===== src/tsm_pkg.sv =====
`default_nettype none
package tsm_pkg;

  // default sizes of the stored sample fields
  localparam int unsigned POS_BITS_DEF   = 24;
  localparam int unsigned TIME_BITS_DEF  = 32;
  localparam int unsigned COUNT_BITS_DEF = 32;

  // fixed widths of configuration registers and of some result fields
  localparam int unsigned JUMP_W = 24;
  localparam int unsigned GLIM_W = 32;
  localparam int unsigned DIST_W = 25;
  localparam int unsigned GAP_W  = 33;
  localparam int unsigned PREV_W = 32;

  localparam logic [JUMP_W-1:0] JUMP_LIMIT_RST = 24'd1000;
  localparam logic [GLIM_W-1:0] GAP_LIMIT_RST  = 32'd1000000;

  // register indexes
  localparam logic REG_JUMP_LIMIT = 1'b0;
  localparam logic REG_GAP_LIMIT  = 1'b1;

  localparam int unsigned QDEPTH = 2;

  typedef enum logic [1:0] {
    KIND_NORMAL    = 2'd0,
    KIND_REPEATED  = 2'd1,
    KIND_BACKWARD  = 2'd2,
    KIND_OVERSIZED = 2'd3
  } time_kind_e;

  typedef struct packed {
    logic       pair_valid;
    time_kind_e kind;
  } cls_t;

  typedef struct packed {
    logic [JUMP_W-1:0] jump_limit;
    logic [GLIM_W-1:0] gap_limit;
  } cfg_t;

endpackage
`default_nettype wire


===== src/tsm_queue.sv =====
`default_nettype none
module tsm_queue import tsm_pkg::*; #(
  parameter int unsigned W     = 8,
  parameter int unsigned DEPTH = QDEPTH
) (
  input  wire logic         clk_i,
  input  wire logic         rst_ni,
  input  wire logic         push_i,
  input  wire logic [W-1:0] data_i,
  input  wire logic         pop_i,
  output logic [W-1:0]      data_o,
  output logic              full_o,
  output logic              empty_o
);

  localparam int unsigned PTR_W = (DEPTH > 1) ? $clog2(DEPTH) : 1;
  localparam int unsigned CNT_W = $clog2(DEPTH + 1);

  logic [W-1:0]     mem_q [DEPTH];
  logic [PTR_W-1:0] wr_ptr_q, wr_ptr_d, rd_ptr_q, rd_ptr_d;
  logic [CNT_W-1:0] cnt_q, cnt_d;

  assign full_o  = (cnt_q == CNT_W'(DEPTH));
  assign empty_o = (cnt_q == '0);
  assign data_o  = mem_q[rd_ptr_q];

  always_comb begin
    wr_ptr_d = wr_ptr_q;
    rd_ptr_d = rd_ptr_q;
    cnt_d    = cnt_q;
    if (push_i) begin
      wr_ptr_d = (wr_ptr_q == PTR_W'(DEPTH - 1)) ? '0 : wr_ptr_q + 1'b1;
    end
    if (pop_i) begin
      rd_ptr_d = (rd_ptr_q == PTR_W'(DEPTH - 1)) ? '0 : rd_ptr_q + 1'b1;
    end
    if (push_i && !pop_i) begin
      cnt_d = cnt_q + 1'b1;
    end else if (pop_i && !push_i) begin
      cnt_d = cnt_q - 1'b1;
    end
  end

  always_ff @(posedge clk_i or negedge rst_ni) begin
    if (!rst_ni) begin
      wr_ptr_q <= '0;
      rd_ptr_q <= '0;
      cnt_q    <= '0;
    end else begin
      wr_ptr_q <= wr_ptr_d;
      rd_ptr_q <= rd_ptr_d;
      cnt_q    <= cnt_d;
    end
  end

  always_ff @(posedge clk_i) begin
    if (push_i) begin
      mem_q[wr_ptr_q] <= data_i;
    end
  end

endmodule
`default_nettype wire


===== src/tsm_front.sv =====
`default_nettype none
module tsm_front import tsm_pkg::*; #(
  parameter int unsigned POS_BITS  = POS_BITS_DEF,
  parameter int unsigned TIME_BITS = TIME_BITS_DEF,
  localparam int unsigned ENT_W    = 3 + 2 * POS_BITS + 2 * TIME_BITS + 1
) (
  input  wire logic                 clk_i,
  input  wire logic                 rst_ni,
  input  wire cfg_t                 cfg_i,
  input  wire logic                 in_valid_i,
  output logic                      in_ready_o,
  input  wire logic [TIME_BITS-1:0] time_us_i,
  input  wire logic [POS_BITS-1:0]  pos_x_i,
  input  wire logic [POS_BITS-1:0]  pos_y_i,
  input  wire logic                 start_of_track_i,
  input  wire logic                 full_i,
  output logic                      push_o,
  output logic [ENT_W-1:0]          entry_o
);

  localparam int unsigned CMPT_W = (TIME_BITS > GLIM_W) ? TIME_BITS : GLIM_W;

  logic [TIME_BITS-1:0] last_time_q;
  logic [POS_BITS-1:0]  last_x_q, last_y_q;
  logic                 have_last_q;

  logic                 accept;
  logic [POS_BITS:0]    dx_s, dy_s, dx_abs, dy_abs;
  logic [TIME_BITS:0]   gap_full;
  logic                 over;
  cls_t                 cls;

  assign in_ready_o = !full_i;
  assign accept     = in_valid_i && !full_i;
  assign push_o     = accept;

  assign dx_s   = {pos_x_i[POS_BITS-1], pos_x_i} - {last_x_q[POS_BITS-1], last_x_q};
  assign dy_s   = {pos_y_i[POS_BITS-1], pos_y_i} - {last_y_q[POS_BITS-1], last_y_q};
  assign dx_abs = dx_s[POS_BITS] ? (~dx_s + 1'b1) : dx_s;
  assign dy_abs = dy_s[POS_BITS] ? (~dy_s + 1'b1) : dy_s;

  // top bit is the borrow: set when the timestamp went backwards
  assign gap_full = {1'b0, time_us_i} - {1'b0, last_time_q};
  assign over     = CMPT_W'(gap_full[TIME_BITS-1:0]) > CMPT_W'(cfg_i.gap_limit);

  always_comb begin
    cls.pair_valid = !start_of_track_i && have_last_q;
    if (time_us_i == last_time_q) begin
      cls.kind = KIND_REPEATED;
    end else if (gap_full[TIME_BITS]) begin
      cls.kind = KIND_BACKWARD;
    end else if (over) begin
      cls.kind = KIND_OVERSIZED;
    end else begin
      cls.kind = KIND_NORMAL;
    end
    if (cls.pair_valid) begin
      entry_o = {cls, dx_abs[POS_BITS-1:0], dy_abs[POS_BITS-1:0], gap_full, last_time_q};
    end else begin
      entry_o = '0;
    end
  end

  always_ff @(posedge clk_i or negedge rst_ni) begin
    if (!rst_ni) begin
      have_last_q <= 1'b0;
      last_time_q <= '0;
      last_x_q    <= '0;
      last_y_q    <= '0;
    end else if (accept) begin
      have_last_q <= 1'b1;
      last_time_q <= time_us_i;
      last_x_q    <= pos_x_i;
      last_y_q    <= pos_y_i;
    end
  end

endmodule
`default_nettype wire


===== src/tsm_back.sv =====
`default_nettype none
module tsm_back import tsm_pkg::*; #(
  parameter int unsigned POS_BITS   = POS_BITS_DEF,
  parameter int unsigned TIME_BITS  = TIME_BITS_DEF,
  parameter int unsigned COUNT_BITS = COUNT_BITS_DEF,
  localparam int unsigned ENT_W     = 3 + 2 * POS_BITS + 2 * TIME_BITS + 1
) (
  input  wire logic              clk_i,
  input  wire logic              rst_ni,
  input  wire cfg_t              cfg_i,
  input  wire logic [ENT_W-1:0]  entry_i,
  input  wire logic              empty_i,
  output logic                   pop_o,
  output logic                   out_valid_o,
  input  wire logic              out_ready_i,
  output logic                   pair_valid_o,
  output logic                   jump_flag_o,
  output logic [DIST_W-1:0]      step_distance_o,
  output logic [1:0]             time_kind_o,
  output logic signed [GAP_W-1:0] stamp_delta_o,
  output logic [PREV_W-1:0]      prev_time_o,
  output logic [COUNT_BITS-1:0]  total_count_o,
  output logic [COUNT_BITS-1:0]  jump_count_o,
  output logic [COUNT_BITS-1:0]  repeated_count_o,
  output logic [COUNT_BITS-1:0]  backward_count_o,
  output logic [COUNT_BITS-1:0]  oversized_count_o
);

  localparam int unsigned OPW    = (POS_BITS > JUMP_W) ? POS_BITS : JUMP_W;
  localparam int unsigned PROD_W = 2 * OPW;
  localparam int unsigned SUM_W  = 2 * POS_BITS + 1;
  localparam int unsigned CMP_W  = (SUM_W > 2 * JUMP_W) ? SUM_W : 2 * JUMP_W;
  localparam int unsigned ROOT_W = POS_BITS + 1;
  localparam int unsigned RAD_W  = 2 * ROOT_W;
  localparam int unsigned REM_W  = ROOT_W + 3;
  localparam int unsigned IT_W   = $clog2(ROOT_W);
  localparam logic [COUNT_BITS-1:0] CNT_MAX = {COUNT_BITS{1'b1}};

  localparam logic [2:0] B_IDLE = 3'd0;
  localparam logic [2:0] B_MX   = 3'd1;
  localparam logic [2:0] B_MY   = 3'd2;
  localparam logic [2:0] B_ML   = 3'd3;
  localparam logic [2:0] B_CMP  = 3'd4;
  localparam logic [2:0] B_ROOT = 3'd5;
  localparam logic [2:0] B_DONE = 3'd6;

  logic [2:0]           state_q, state_d;
  cls_t                 cls_q;
  logic [POS_BITS-1:0]  dx_q, dy_q;
  logic [TIME_BITS:0]   gap_q;
  logic [TIME_BITS-1:0] prev_q;
  logic [OPW-1:0]       mul_a;
  logic [PROD_W-1:0]    prod_q;
  logic [SUM_W-1:0]     sum_q;
  logic                 jump_q;
  logic [RAD_W-1:0]     rad_q;
  logic [REM_W-1:0]     rem_q, rem_sh, trial;
  logic [ROOT_W-1:0]    root_q;
  logic [IT_W-1:0]      it_q;
  logic                 load_out;
  logic                 out_valid_q;
  logic [1:0]           tot_inc;
  logic [COUNT_BITS+1:0] tot_sum;

  logic [COUNT_BITS-1:0] total_q, jump_cnt_q, rep_q, back_q, over_q;

  assign pop_o    = (state_q == B_IDLE) && !empty_i;
  assign load_out = (state_q == B_DONE) && (!out_valid_q || out_ready_i);

  // one shared multiplier for both squares and the squared limit
  always_comb begin
    unique case (state_q)
      B_MX:    mul_a = OPW'(dx_q);
      B_MY:    mul_a = OPW'(dy_q);
      default: mul_a = OPW'(cfg_i.jump_limit);
    endcase
  end

  assign rem_sh = {rem_q[REM_W-3:0], rad_q[RAD_W-1 -: 2]};
  assign trial  = {1'b0, root_q, 2'b01};

  always_comb begin
    state_d = state_q;
    unique case (state_q)
      B_IDLE: if (!empty_i) state_d = B_MX;
      B_MX:   state_d = B_MY;
      B_MY:   state_d = B_ML;
      B_ML:   state_d = B_CMP;
      B_CMP:  state_d = B_ROOT;
      B_ROOT: if (it_q == IT_W'(ROOT_W - 1)) state_d = B_DONE;
      B_DONE: if (load_out) state_d = B_IDLE;
      default: state_d = B_IDLE;
    endcase
  end

  always_ff @(posedge clk_i or negedge rst_ni) begin
    if (!rst_ni) begin
      state_q <= B_IDLE;
    end else begin
      state_q <= state_d;
    end
  end

  // datapath
  always_ff @(posedge clk_i) begin
    unique case (state_q)
      B_IDLE: begin
        if (!empty_i) begin
          {cls_q, dx_q, dy_q, gap_q, prev_q} <= entry_i;
        end
      end
      B_MX: prod_q <= mul_a * mul_a;
      B_MY: begin
        sum_q  <= SUM_W'(prod_q);
        prod_q <= mul_a * mul_a;
      end
      B_ML: begin
        sum_q  <= sum_q + SUM_W'(prod_q[2*POS_BITS-1:0]);
        prod_q <= mul_a * mul_a;
      end
      B_CMP: begin
        jump_q <= CMP_W'(sum_q) > CMP_W'(prod_q);
        rad_q  <= RAD_W'(sum_q);
        rem_q  <= '0;
        root_q <= '0;
        it_q   <= '0;
      end
      B_ROOT: begin
        rad_q <= rad_q << 2;
        it_q  <= it_q + 1'b1;
        if (rem_sh >= trial) begin
          rem_q  <= rem_sh - trial;
          root_q <= {root_q[ROOT_W-2:0], 1'b1};
        end else begin
          rem_q  <= rem_sh;
          root_q <= {root_q[ROOT_W-2:0], 1'b0};
        end
      end
      default: ;
    endcase
  end

  // output register and anomaly counters
  assign tot_inc = {1'b0, jump_q} + {1'b0, cls_q.kind != KIND_NORMAL};
  assign tot_sum = {2'b00, total_q} + (COUNT_BITS + 2)'(tot_inc);

  always_ff @(posedge clk_i or negedge rst_ni) begin
    if (!rst_ni) begin
      out_valid_q <= 1'b0;
      total_q     <= '0;
      jump_cnt_q  <= '0;
      rep_q       <= '0;
      back_q      <= '0;
      over_q      <= '0;
    end else begin
      if (load_out) begin
        out_valid_q <= 1'b1;
        total_q <= (tot_sum > {2'b00, CNT_MAX}) ? CNT_MAX : tot_sum[COUNT_BITS-1:0];
        if (jump_q && jump_cnt_q != CNT_MAX) jump_cnt_q <= jump_cnt_q + 1'b1;
        if (cls_q.kind == KIND_REPEATED && rep_q != CNT_MAX) rep_q <= rep_q + 1'b1;
        if (cls_q.kind == KIND_BACKWARD && back_q != CNT_MAX) back_q <= back_q + 1'b1;
        if (cls_q.kind == KIND_OVERSIZED && over_q != CNT_MAX) over_q <= over_q + 1'b1;
      end else if (out_ready_i) begin
        out_valid_q <= 1'b0;
      end
    end
  end

  always_ff @(posedge clk_i) begin
    if (load_out) begin
      pair_valid_o    <= cls_q.pair_valid;
      jump_flag_o     <= jump_q;
      step_distance_o <= DIST_W'(root_q);
      time_kind_o     <= cls_q.kind;
      stamp_delta_o   <= $signed(GAP_W'(gap_q));
      prev_time_o     <= PREV_W'(prev_q);
    end
  end

  assign out_valid_o       = out_valid_q;
  assign total_count_o     = total_q;
  assign jump_count_o      = jump_cnt_q;
  assign repeated_count_o  = rep_q;
  assign backward_count_o  = back_q;
  assign oversized_count_o = over_q;

endmodule
`default_nettype wire


===== src/trajectory_sample_monitor_top.sv =====
`default_nettype none
// channel   direction  handshake                  payload
// ------------------------------------------------------------------------------
// in        input      in_valid_i / in_ready_o    time_us, pos_x, pos_y, start_of_track
// out       output     out_valid_o / out_ready_i  pair_valid .. oversized_count
// cfg       input      apb psel/penable/pwrite    paddr, pwdata, prdata (pready high)
//
// a result passes the queue, then the back's square, jump test and one-bit-a-cycle
// square root states, and is then held in the output register
// the back takes a new item only after it has gone back to idle from the last one
// the front classifies and queues up to two items while the back is busy
// reset clears the held sample, the queue, the counters and the output valid
// a stalled output holds the back in its last state; the queue absorbs input
module trajectory_sample_monitor_top import tsm_pkg::*; #(
  parameter int unsigned POS_BITS   = POS_BITS_DEF,
  parameter int unsigned TIME_BITS  = TIME_BITS_DEF,
  parameter int unsigned COUNT_BITS = COUNT_BITS_DEF
) (
  input  wire logic                  clk_i,
  input  wire logic                  rst_ni,
  // apb configuration port
  input  wire logic                  psel,
  input  wire logic                  penable,
  input  wire logic                  pwrite,
  input  wire logic [2:0]            paddr,
  input  wire logic [31:0]           pwdata,
  output logic [31:0]                prdata,
  output logic                       pready,
  // sample input
  input  wire logic                  in_valid_i,
  output logic                       in_ready_o,
  input  wire logic [TIME_BITS-1:0]  time_us_i,
  input  wire logic [POS_BITS-1:0]   pos_x_i,
  input  wire logic [POS_BITS-1:0]   pos_y_i,
  input  wire logic                  start_of_track_i,
  // result output
  output logic                       out_valid_o,
  input  wire logic                  out_ready_i,
  output logic                       pair_valid_o,
  output logic                       jump_flag_o,
  output logic [DIST_W-1:0]          step_distance_o,
  output logic [1:0]                 time_kind_o,
  output logic signed [GAP_W-1:0]    stamp_delta_o,
  output logic [PREV_W-1:0]          prev_time_o,
  output logic [COUNT_BITS-1:0]      total_count_o,
  output logic [COUNT_BITS-1:0]      jump_count_o,
  output logic [COUNT_BITS-1:0]      repeated_count_o,
  output logic [COUNT_BITS-1:0]      backward_count_o,
  output logic [COUNT_BITS-1:0]      oversized_count_o
);

  localparam int unsigned ENT_W = 3 + 2 * POS_BITS + 2 * TIME_BITS + 1;

  cfg_t              cfg_q;
  logic              cfg_wr;
  logic              push, pop, full, empty;
  logic [ENT_W-1:0]  entry_in, entry_out;

  // register file: register index sits in address bit 2
  assign pready = 1'b1;
  assign cfg_wr = psel && penable && pwrite && pready;

  always_ff @(posedge clk_i or negedge rst_ni) begin
    if (!rst_ni) begin
      cfg_q.jump_limit <= JUMP_LIMIT_RST;
      cfg_q.gap_limit  <= GAP_LIMIT_RST;
    end else if (cfg_wr) begin
      unique case (paddr[2])
        REG_JUMP_LIMIT: cfg_q.jump_limit <= pwdata[JUMP_W-1:0];
        REG_GAP_LIMIT:  cfg_q.gap_limit  <= pwdata[GLIM_W-1:0];
        default: ;
      endcase
    end
  end

  always_comb begin
    unique case (paddr[2])
      REG_JUMP_LIMIT: prdata = 32'(cfg_q.jump_limit);
      REG_GAP_LIMIT:  prdata = cfg_q.gap_limit;
      default:        prdata = '0;
    endcase
  end

  // front: differences, time classification, held previous sample
  tsm_front #(
    .POS_BITS  (POS_BITS),
    .TIME_BITS (TIME_BITS)
  ) u_front (
    .clk_i            (clk_i),
    .rst_ni           (rst_ni),
    .cfg_i            (cfg_q),
    .in_valid_i       (in_valid_i),
    .in_ready_o       (in_ready_o),
    .time_us_i        (time_us_i),
    .pos_x_i          (pos_x_i),
    .pos_y_i          (pos_y_i),
    .start_of_track_i (start_of_track_i),
    .full_i           (full),
    .push_o           (push),
    .entry_o          (entry_in)
  );

  // short queue between front and back
  tsm_queue #(
    .W     (ENT_W),
    .DEPTH (QDEPTH)
  ) u_queue (
    .clk_i   (clk_i),
    .rst_ni  (rst_ni),
    .push_i  (push),
    .data_i  (entry_in),
    .pop_i   (pop),
    .data_o  (entry_out),
    .full_o  (full),
    .empty_o (empty)
  );

  // back: squares, jump test, square root, counters, output register
  tsm_back #(
    .POS_BITS   (POS_BITS),
    .TIME_BITS  (TIME_BITS),
    .COUNT_BITS (COUNT_BITS)
  ) u_back (
    .clk_i             (clk_i),
    .rst_ni            (rst_ni),
    .cfg_i             (cfg_q),
    .entry_i           (entry_out),
    .empty_i           (empty),
    .pop_o             (pop),
    .out_valid_o       (out_valid_o),
    .out_ready_i       (out_ready_i),
    .pair_valid_o      (pair_valid_o),
    .jump_flag_o       (jump_flag_o),
    .step_distance_o   (step_distance_o),
    .time_kind_o       (time_kind_o),
    .stamp_delta_o     (stamp_delta_o),
    .prev_time_o       (prev_time_o),
    .total_count_o     (total_count_o),
    .jump_count_o      (jump_count_o),
    .repeated_count_o  (repeated_count_o),
    .backward_count_o  (backward_count_o),
    .oversized_count_o (oversized_count_o)
  );

  // counters stay put while a result waits for its transfer
  a_cnt_hold: assert property (@(posedge clk_i) disable iff (!rst_ni)
    out_valid_o && !out_ready_i |=> $stable(total_count_o) && $stable(jump_count_o))
    else $error("counters moved under a pending result");

  // a sample with no partner carries no anomaly
  a_no_pair: assert property (@(posedge clk_i) disable iff (!rst_ni)
    out_valid_o && !pair_valid_o |-> !jump_flag_o && time_kind_o == KIND_NORMAL
      && step_distance_o == '0)
    else $error("anomaly reported without a previous sample");

  // the total never falls behind the jump or the oversized counter
  a_total_ge: assert property (@(posedge clk_i) disable iff (!rst_ni)
    total_count_o >= jump_count_o && total_count_o >= oversized_count_o)
    else $error("total counter below a component counter");

  // the queue never overflows: input stalls exactly while it is full
  a_q_full: assert property (@(posedge clk_i) disable iff (!rst_ni)
    full |-> !in_ready_o && !push)
    else $error("push into a full queue");

endmodule
`default_nettype wire


===== config.mk =====
export PLATFORM = sky130hd
export DESIGN_NAME = trajectory_sample_monitor_top
export DESIGN_NICKNAME = d
export VERILOG_FILES = /design/src/tsm_pkg.sv /design/src/tsm_queue.sv /design/src/tsm_front.sv /design/src/tsm_back.sv /design/src/trajectory_sample_monitor_top.sv
export SDC_FILE = /design/constraint.sdc
export NUM_CORES = 2
export LEC_CHECK = 0
export BUFFER_PORTS_ARGS = -buffer_cell sky130_fd_sc_hd__clkbuf_2
export CAP_MARGIN = 25
export CORE_ASPECT_RATIO = 1.75
export CORE_MARGIN = 2
export CORE_UTILIZATION = 45
export CTS_BUF_LIST = sky130_fd_sc_hd__clkbuf_2 sky130_fd_sc_hd__clkbuf_4 sky130_fd_sc_hd__clkbuf_8
export DETAILED_ROUTE_END_ITERATION = 16
export GPL_TIMING_DRIVEN = 0
export HOLD_SLACK_MARGIN = 0.1
export PLACE_DENSITY = 0.67
export SETUP_SLACK_MARGIN = 0.5
export SLEW_MARGIN = 0
export SYNTH_ARGS = -nofsm -noshare
export SYNTH_HDL_FRONTEND = slang
export SYNTH_SLANG_ARGS = --single-unit

===== constraint.sdc =====
create_clock -name clk_i -period 10.52 [get_ports clk_i]
set_clock_uncertainty 0.2 [all_clocks]
set_input_delay 0.526 -clock clk_i [delete_from_list [all_inputs] [get_ports clk_i]]
set_output_delay 0.526 -clock clk_i [all_outputs]
set_load 0.02 [all_outputs]

# ---- After elaboration in Yosys (flattened, before gate mapping)
# Memories as Yosys holds them, arrays and structs flattened. A register that Yosys moved wholly into a read port is not among the register bits.
# Index checks and enable logic that the tools add are counted.
dict set report op_classes {
  bitwise_logic 4
  muxes 28
  n_reduce_logical 35
  eq_ne 19
  magnitude_cmp 4
  add_sub_neg 18
  div_mod_pow 0
  shifts 0
  mul 1
}
# cell n
set op_table {}
lappend op_table {{$add A32 B1 Y32 const B} 4}
lappend op_table {{$ne A32 B32 Y1 const B} 4}
lappend op_table {{$mux W116} 1}
lappend op_table {{$pmux W50 S2} 1}
lappend op_table {{$pmux W49 S2} 1}
lappend op_table {{$pmux W32 S2} 1}
lappend op_table {{$pmux W26 S2} 1}
lappend op_table {{$pmux W25 S2} 1}
lappend op_table {{$sub A24 B24 Y25} 2}
lappend op_table {{$add A49 B48 Y49} 1}
lappend op_table {{$gt A49 B48 Y1} 1}
lappend op_table {{$add A24 B1 Y24 const B} 2}
lappend op_table {{$mul A24 B24 Y48} 1}
lappend op_table {{$mux W24} 2}
lappend op_table {{$not A24 Y24} 2}
lappend op_table {{$pmux W24 S2} 1}
lappend op_table {{$gt A34 B32 Y1 const B} 1}
lappend op_table {{$add A32 B2 Y33} 1}
lappend op_table {{$sub A32 B32 Y33} 1}
lappend op_table {{$eq A32 B32 Y1} 1}
lappend op_table {{$gt A32 B32 Y1} 1}
lappend op_table {{$mux W32} 1}
lappend op_table {{$ge A28 B27 Y1} 1}
lappend op_table {{$mux W26} 1}
lappend op_table {{29 further kinds} 75}
dict set report word_totals {
  output_inout_bits 289
  regBits 603
  mem_bits_rw 232
  mem_bits_ro 0
  latchBits 0
  wordCells 139
  mem_count 1
}
# name words word_bits rd rd_clocked_by_memory_dff wr line_no
set mem_list {}
lappend mem_list {u_queue.mem_q 2 116 1 1 1 tsm_queue.sv:19} ;# logic [W-1:0] mem_q [DEPTH];

# ---- Depth between registers and ports, before layout
dict set report depth {
  word_depth 7
  depth_mapped 38
  mapped_depth_nobuf 34
}

# ---- Modules after synthesis
# From an unflattened synthesis, not the netlist that was laid out.
dict set report unflattened {
  cells_unflattened 6058
  area_unflattened_um2 64972.3
}
# mod area_per_inst_um2 cells_each n_inst
set by_module_without_submodules {}
lappend by_module_without_submodules {tsm_back 43346.6 4124 1}
lappend by_module_without_submodules {tsm_front 10376.2 1400 1}
lappend by_module_without_submodules {tsm_queue 8668.3 377 1}
lappend by_module_without_submodules {trajectory_sample_monitor_top 2581.2 157 1}

# ---- Worst setup path before layout
# OpenSTA, ideal clock, no wires.
dict set report synth_timing {
  path_type {register -> register}
  from {register u_back.state_q[1]}
  to {register u_back.prod_q[47] (data pin)}
  t_arrival_ns 10.714
  setup_slack_ns -0.654
  n_path_buf 2
  required_ns 10.060
  path_stages_with_launch 36
  cell_sequence {dfrtp_1 -> buf_2 -> nor2b_1 -> nor2b_1 -> nor2_1 -> and2_1 -> a221oi_1 -> inv_1 -> clkbuf_1 -> nand2_1 -> inv_1 -> fa_1 -> fa_1 -> inv_1 -> fa_1 -> inv_1 -> fa_1 -> inv_1 -> fa_1 -> inv_1 -> fa_1 -> inv_1 -> fa_1 -> inv_1 -> ha_1 -> a21oi_1 -> o21ai_0 -> a21o_1 -> a21o_1 -> a211oi_1 -> o21ai_0 -> o21ai_0 -> o31ai_1 -> a221oi_1 -> o21bai_1 -> xnor2_1}
}
dict set report synth_via {
  elab_chain_cells 3
  word_cells_on_any_way 4
  cone_classes {mul (1); eq/ne (2); mux (1)}
}
# element line_no
set synth_lines {}
lappend synth_lines {{from (decl)} tsm_back.sv:47} ;# logic [2:0] state_q, state_d;
lappend synth_lines {{from (signal assigned)} tsm_back.sv:100} ;# state_q <= state_d;
lappend synth_lines {{$eq A3 B2 Y1 / $eq A3 B1 Y1 (equally long branches)} {tsm_back.sv:72, tsm_back.sv:106}}
lappend synth_lines {{$pmux W24 S2 *} tsm_back.sv:72} ;# unique case (state_q)
lappend synth_lines {{$mul A24 B24 Y48 *} {tsm_back.sv:112, tsm_back.sv:115, tsm_back.sv:119}}
lappend synth_lines {{to (signal assigned)} tsm_back.sv:112} ;# B_MX: prod_q <= mul_a * mul_a;
lappend synth_lines {{to (signal assigned)} tsm_back.sv:115} ;# prod_q <= mul_a * mul_a;
lappend synth_lines {{to (signal assigned)} tsm_back.sv:119} ;# prod_q <= mul_a * mul_a;
lappend synth_lines {{to (decl)} tsm_back.sv:53} ;# logic [PROD_W-1:0] prod_q;
# Every way passes the cells marked *; elsewhere a longest branch is shown, timed or not.
# A chain may end at the register's enable or synchronous reset.

# ---- Final worst setup path
dict set report layout_timing {
  from {register u_back.state_q[1]}
  to {register u_back.prod_q[46] (data pin)}
}
# Same word-level chain as after synthesis.

==> run metrics <==
global-route wire length before repair=between 200000 and 300000 µm; Area growth syn-to-layout=15.9%; Placer Congestion=0.988; Worst R2R End=u_back.prod_q[46]; Setup-failing EPs final=0; Vias/cell=between 5 and 6; CP bufs+invs=9; ANT nets after route=0; Die Footprint=between 100000 and 150000 µm²; Setup CP Type=flop to flop; input/output buffers=407; Worst path slowest cell=fa_1; minimum clock period=a little under 10 ns; flop2flop setup slack=roughly 0.75 ns; FP Rows=between 150 and 200; final WL=177000 µm; share of Yosys cell area claimed by the top area cell type=a little under a third; DRT iter0 DRCs=around 2200; Min-Delay Path Class=input port to flop; most used cell along the critical path=fa_1; FF+latch count, synth=950; crit-path max cell delay=0.55 ns; Die Ht=500 µm; Slew headroom=24.4%; clk buf depth=3; Top-Level Pins=between 400 and 500; Total Routing Usage GR=between 20% and 30%; Synth area leaders=edfxtp_1 31%, fa_1 14%, dfrtp_1 12%, ha_1 8.1%, inv_1 5.4%; most common cell in the netlist=inv_1; Num Clock Sinks=950; Cell Area, Synth=around 63000 µm²; largest net degree at the start of global routing=~110; Nets=between 7000 and 8000; Worst-Skew Late Latency=0.92 ns; slew of the pin with the lowest slew margin=1.13 ns; Die Wd=288 µm; CP Max Fanout=21; antenna violations before repair=5; Final WS setup=~0.75 ns; top cells by count, synth=915 x inv_1, 645 x edfxtp_1, 638 x nand2_1, 438 x fa_1, 433 x nor2_1; Worst Setup EP=u_back.prod_q[46]; syn avg cell area=~11 µm²; Seq/Total Area, Yosys=between 40% and 50%; total congestion overflow=0; layout cell share with drive strength beyond 1=15.7%; status=finished, final reports clean; launching point of the worst reg2reg path=u_back.state_q[1]; WL per Instance=20.4 µm; Post-synth top flop=edfxtp_1; DP HPWL=between 100000 and 150000 µm; Fmax=about 100 MHz; placeable core region=~140000 µm²; total CTS buffers=145; count of cell types in the netlist=89; worst reg2reg path depth=31; Mapped Cells=roughly 6000; CP startpoint kind=flop; vias in the first global route=between 40000 and 50000; cell depth of the worst setup path=31; Synth warnings=0; CP arrival=about 10 ns; Worst Setup End Kind=flop; Post-synth EDFFs=645; syn_nets=around 7000; Synth async-reset ratio=around a third; unrepaired setup endpoints after global routing=no; Via Count=approximately 46000; DP Worst Slack=-2.25 ns; Initial Utilization=between 40 and 50%; First-pass DRT Iterations=5; CP delay by family, top=adder cells; TritonCTS clock tree=built; clock-pin slew on the worst setup and hold paths=about 0.070 ns; final critical-path share of the clock period=around 93%; Slew Limit Fails=0; most area-hungry cell type in the Yosys netlist=edfxtp_1; Hold Fails Final Rpt=0; Data required, critical path=approximately 11 ns; CTS root buffer=clkbuf_8; Max Cap Viol=0; Setup crit start=u_back.state_q[1]; number of remaining DRC errors=0; Max H-tree Level=4
repair_timing:
item | in CTS | in global routing
buffers inserted | 9 | 8
hold buffers | 123 | 0
hold endpoints to repair | 242 | 0
cloned | 0 | 0
endpoints found under the setup margin | 32 | 12
pin swaps | 2 | 8
gates resized for setup | 124 | 55
metrics by stage:
| step | TNS, ns | utilization, % | hold slack (ns) | std cells | area [µm²] |
|---|---|---|---|---|---|
| finish | 0 | 52.4 | 0.178 | 8654 | 73500 |
| floorplan | 0 | - | 0.0304 | 5962 | 63400 |
| global placement | -78.97 | 48.3 | 0.201 | 8209 | 67700 |
| global route | 0 | 52.4 | 0.162 | 8654 | 73500 |
| CTS | 0 | 52.2 | 0.102 | 8639 | 73300 |
| detailed placement | -30.09 | 48.7 | 0.205 | 8241 | 68400 |
worst register-to-register path: cells and delay by family, from the launching register on:
kind,cells,cell delay (ns)
buf+inv,9,1.71
xor+xnor,1,0.10
flops,1,0.33
compound gates,7,1.46
simple gates,6,1.57
fa+ha+maj,8,4.13
per-layer routing:
| layer | global-route usage [%] | share of wire (%) | up-vias |
|---|---|---|---|
| met4 | 18.2 | 8.0 | 0 |
| met3 | 4.12 | 4.7 | 594 |
| met5 | 0 | 0 | - |
| met1 | 23.6 | 33 | 22500 |
| li1 | - | - | 21400 |
| met2 | 47.2 | 54 | 1410 |
worst min path at each step:
| stage | endpoint | start | slack [ns] | cells after the start |
|---|---|---|---|---|
| 2_1_floorplan | cfg_q[0] | rst_ni | 0.03 | 0 |
| 3_3_place_gp | u_back.stamp_delta_o[11] | u_back.gap_q[11] | 0.20 | 0 |
| 3_5_place_dp | u_back.prev_time_o[8] | u_back.prev_q[8] | 0.20 | 0 |
| 4_1_cts | cfg_q[30] | pwdata[30] | 0.10 | 3 |
| 5_1_grt | cfg_q[27] | pwdata[27] | 0.16 | 3 |
| 6_report | cfg_q[27] | pwdata[27] | 0.18 | 3 |
layout by cell type (no fill, tap or decap), drive strengths merged, types with 58 or more instances in the layout:
cell           n
and2          79
dlygate4sd3  122
o21ai        262
nand3        122
buf           83
clkbuf       757
dfrtp        292
a21oi        257
nand2        638
a21o          87
inv          932
ha           411
and3          58
xnor2        245
fa           438
mux2         199
nor2         433
xor2         108
edfxtp       645
nand4         60
sequential cells by signal (all words and copies together), names as in the netlist, 25 cells and up:
name                      count
u_back.stamp_delta_o         33
u_front.last_time_q          32
u_back.root_q                25
cfg_q                        56
u_back.oversized_count_o     32
u_back.prev_q                32
u_back.backward_count_o      32
u_back.rem_q                 26
u_queue.mem_q               232
u_back.sum_q                 49
u_back.repeated_count_o      32
u_back.prev_time_o           32
u_back.step_distance_o       25
u_back.prod_q                47
u_back.rad_q                 50
u_back.total_count_o         32
u_back.jump_count_o          32
u_back.gap_q                 33
kinds of logic after synthesis:
logic type	count (synthesis)	synth area share, %
simple gates	1619	11.6
buf+inv	1101	6.54
mux	205	3.63
other cells	1	0.00592
fa+ha+maj	849	21.9
compound gates	884	8.82
flops	950	42.6
xor+xnor	353	4.88
layout make-up:
class	count	area (µm²)
Multi-Input combinational cell	3911	32600
Tap cell	1840	2300
Timing Repair Buffer	581	4020
Clock buffer	202	2510
Inverter	922	3490
Antenna cell	5	12.5
Clock inverter	64	716
Sequential cell	950	27000
Fill cell	12600	66800
Buffer	179	838
Power is left out: the tool's default activity adds up to more than one toggle a clock period on the data nets, which glitch-free logic cannot reach.
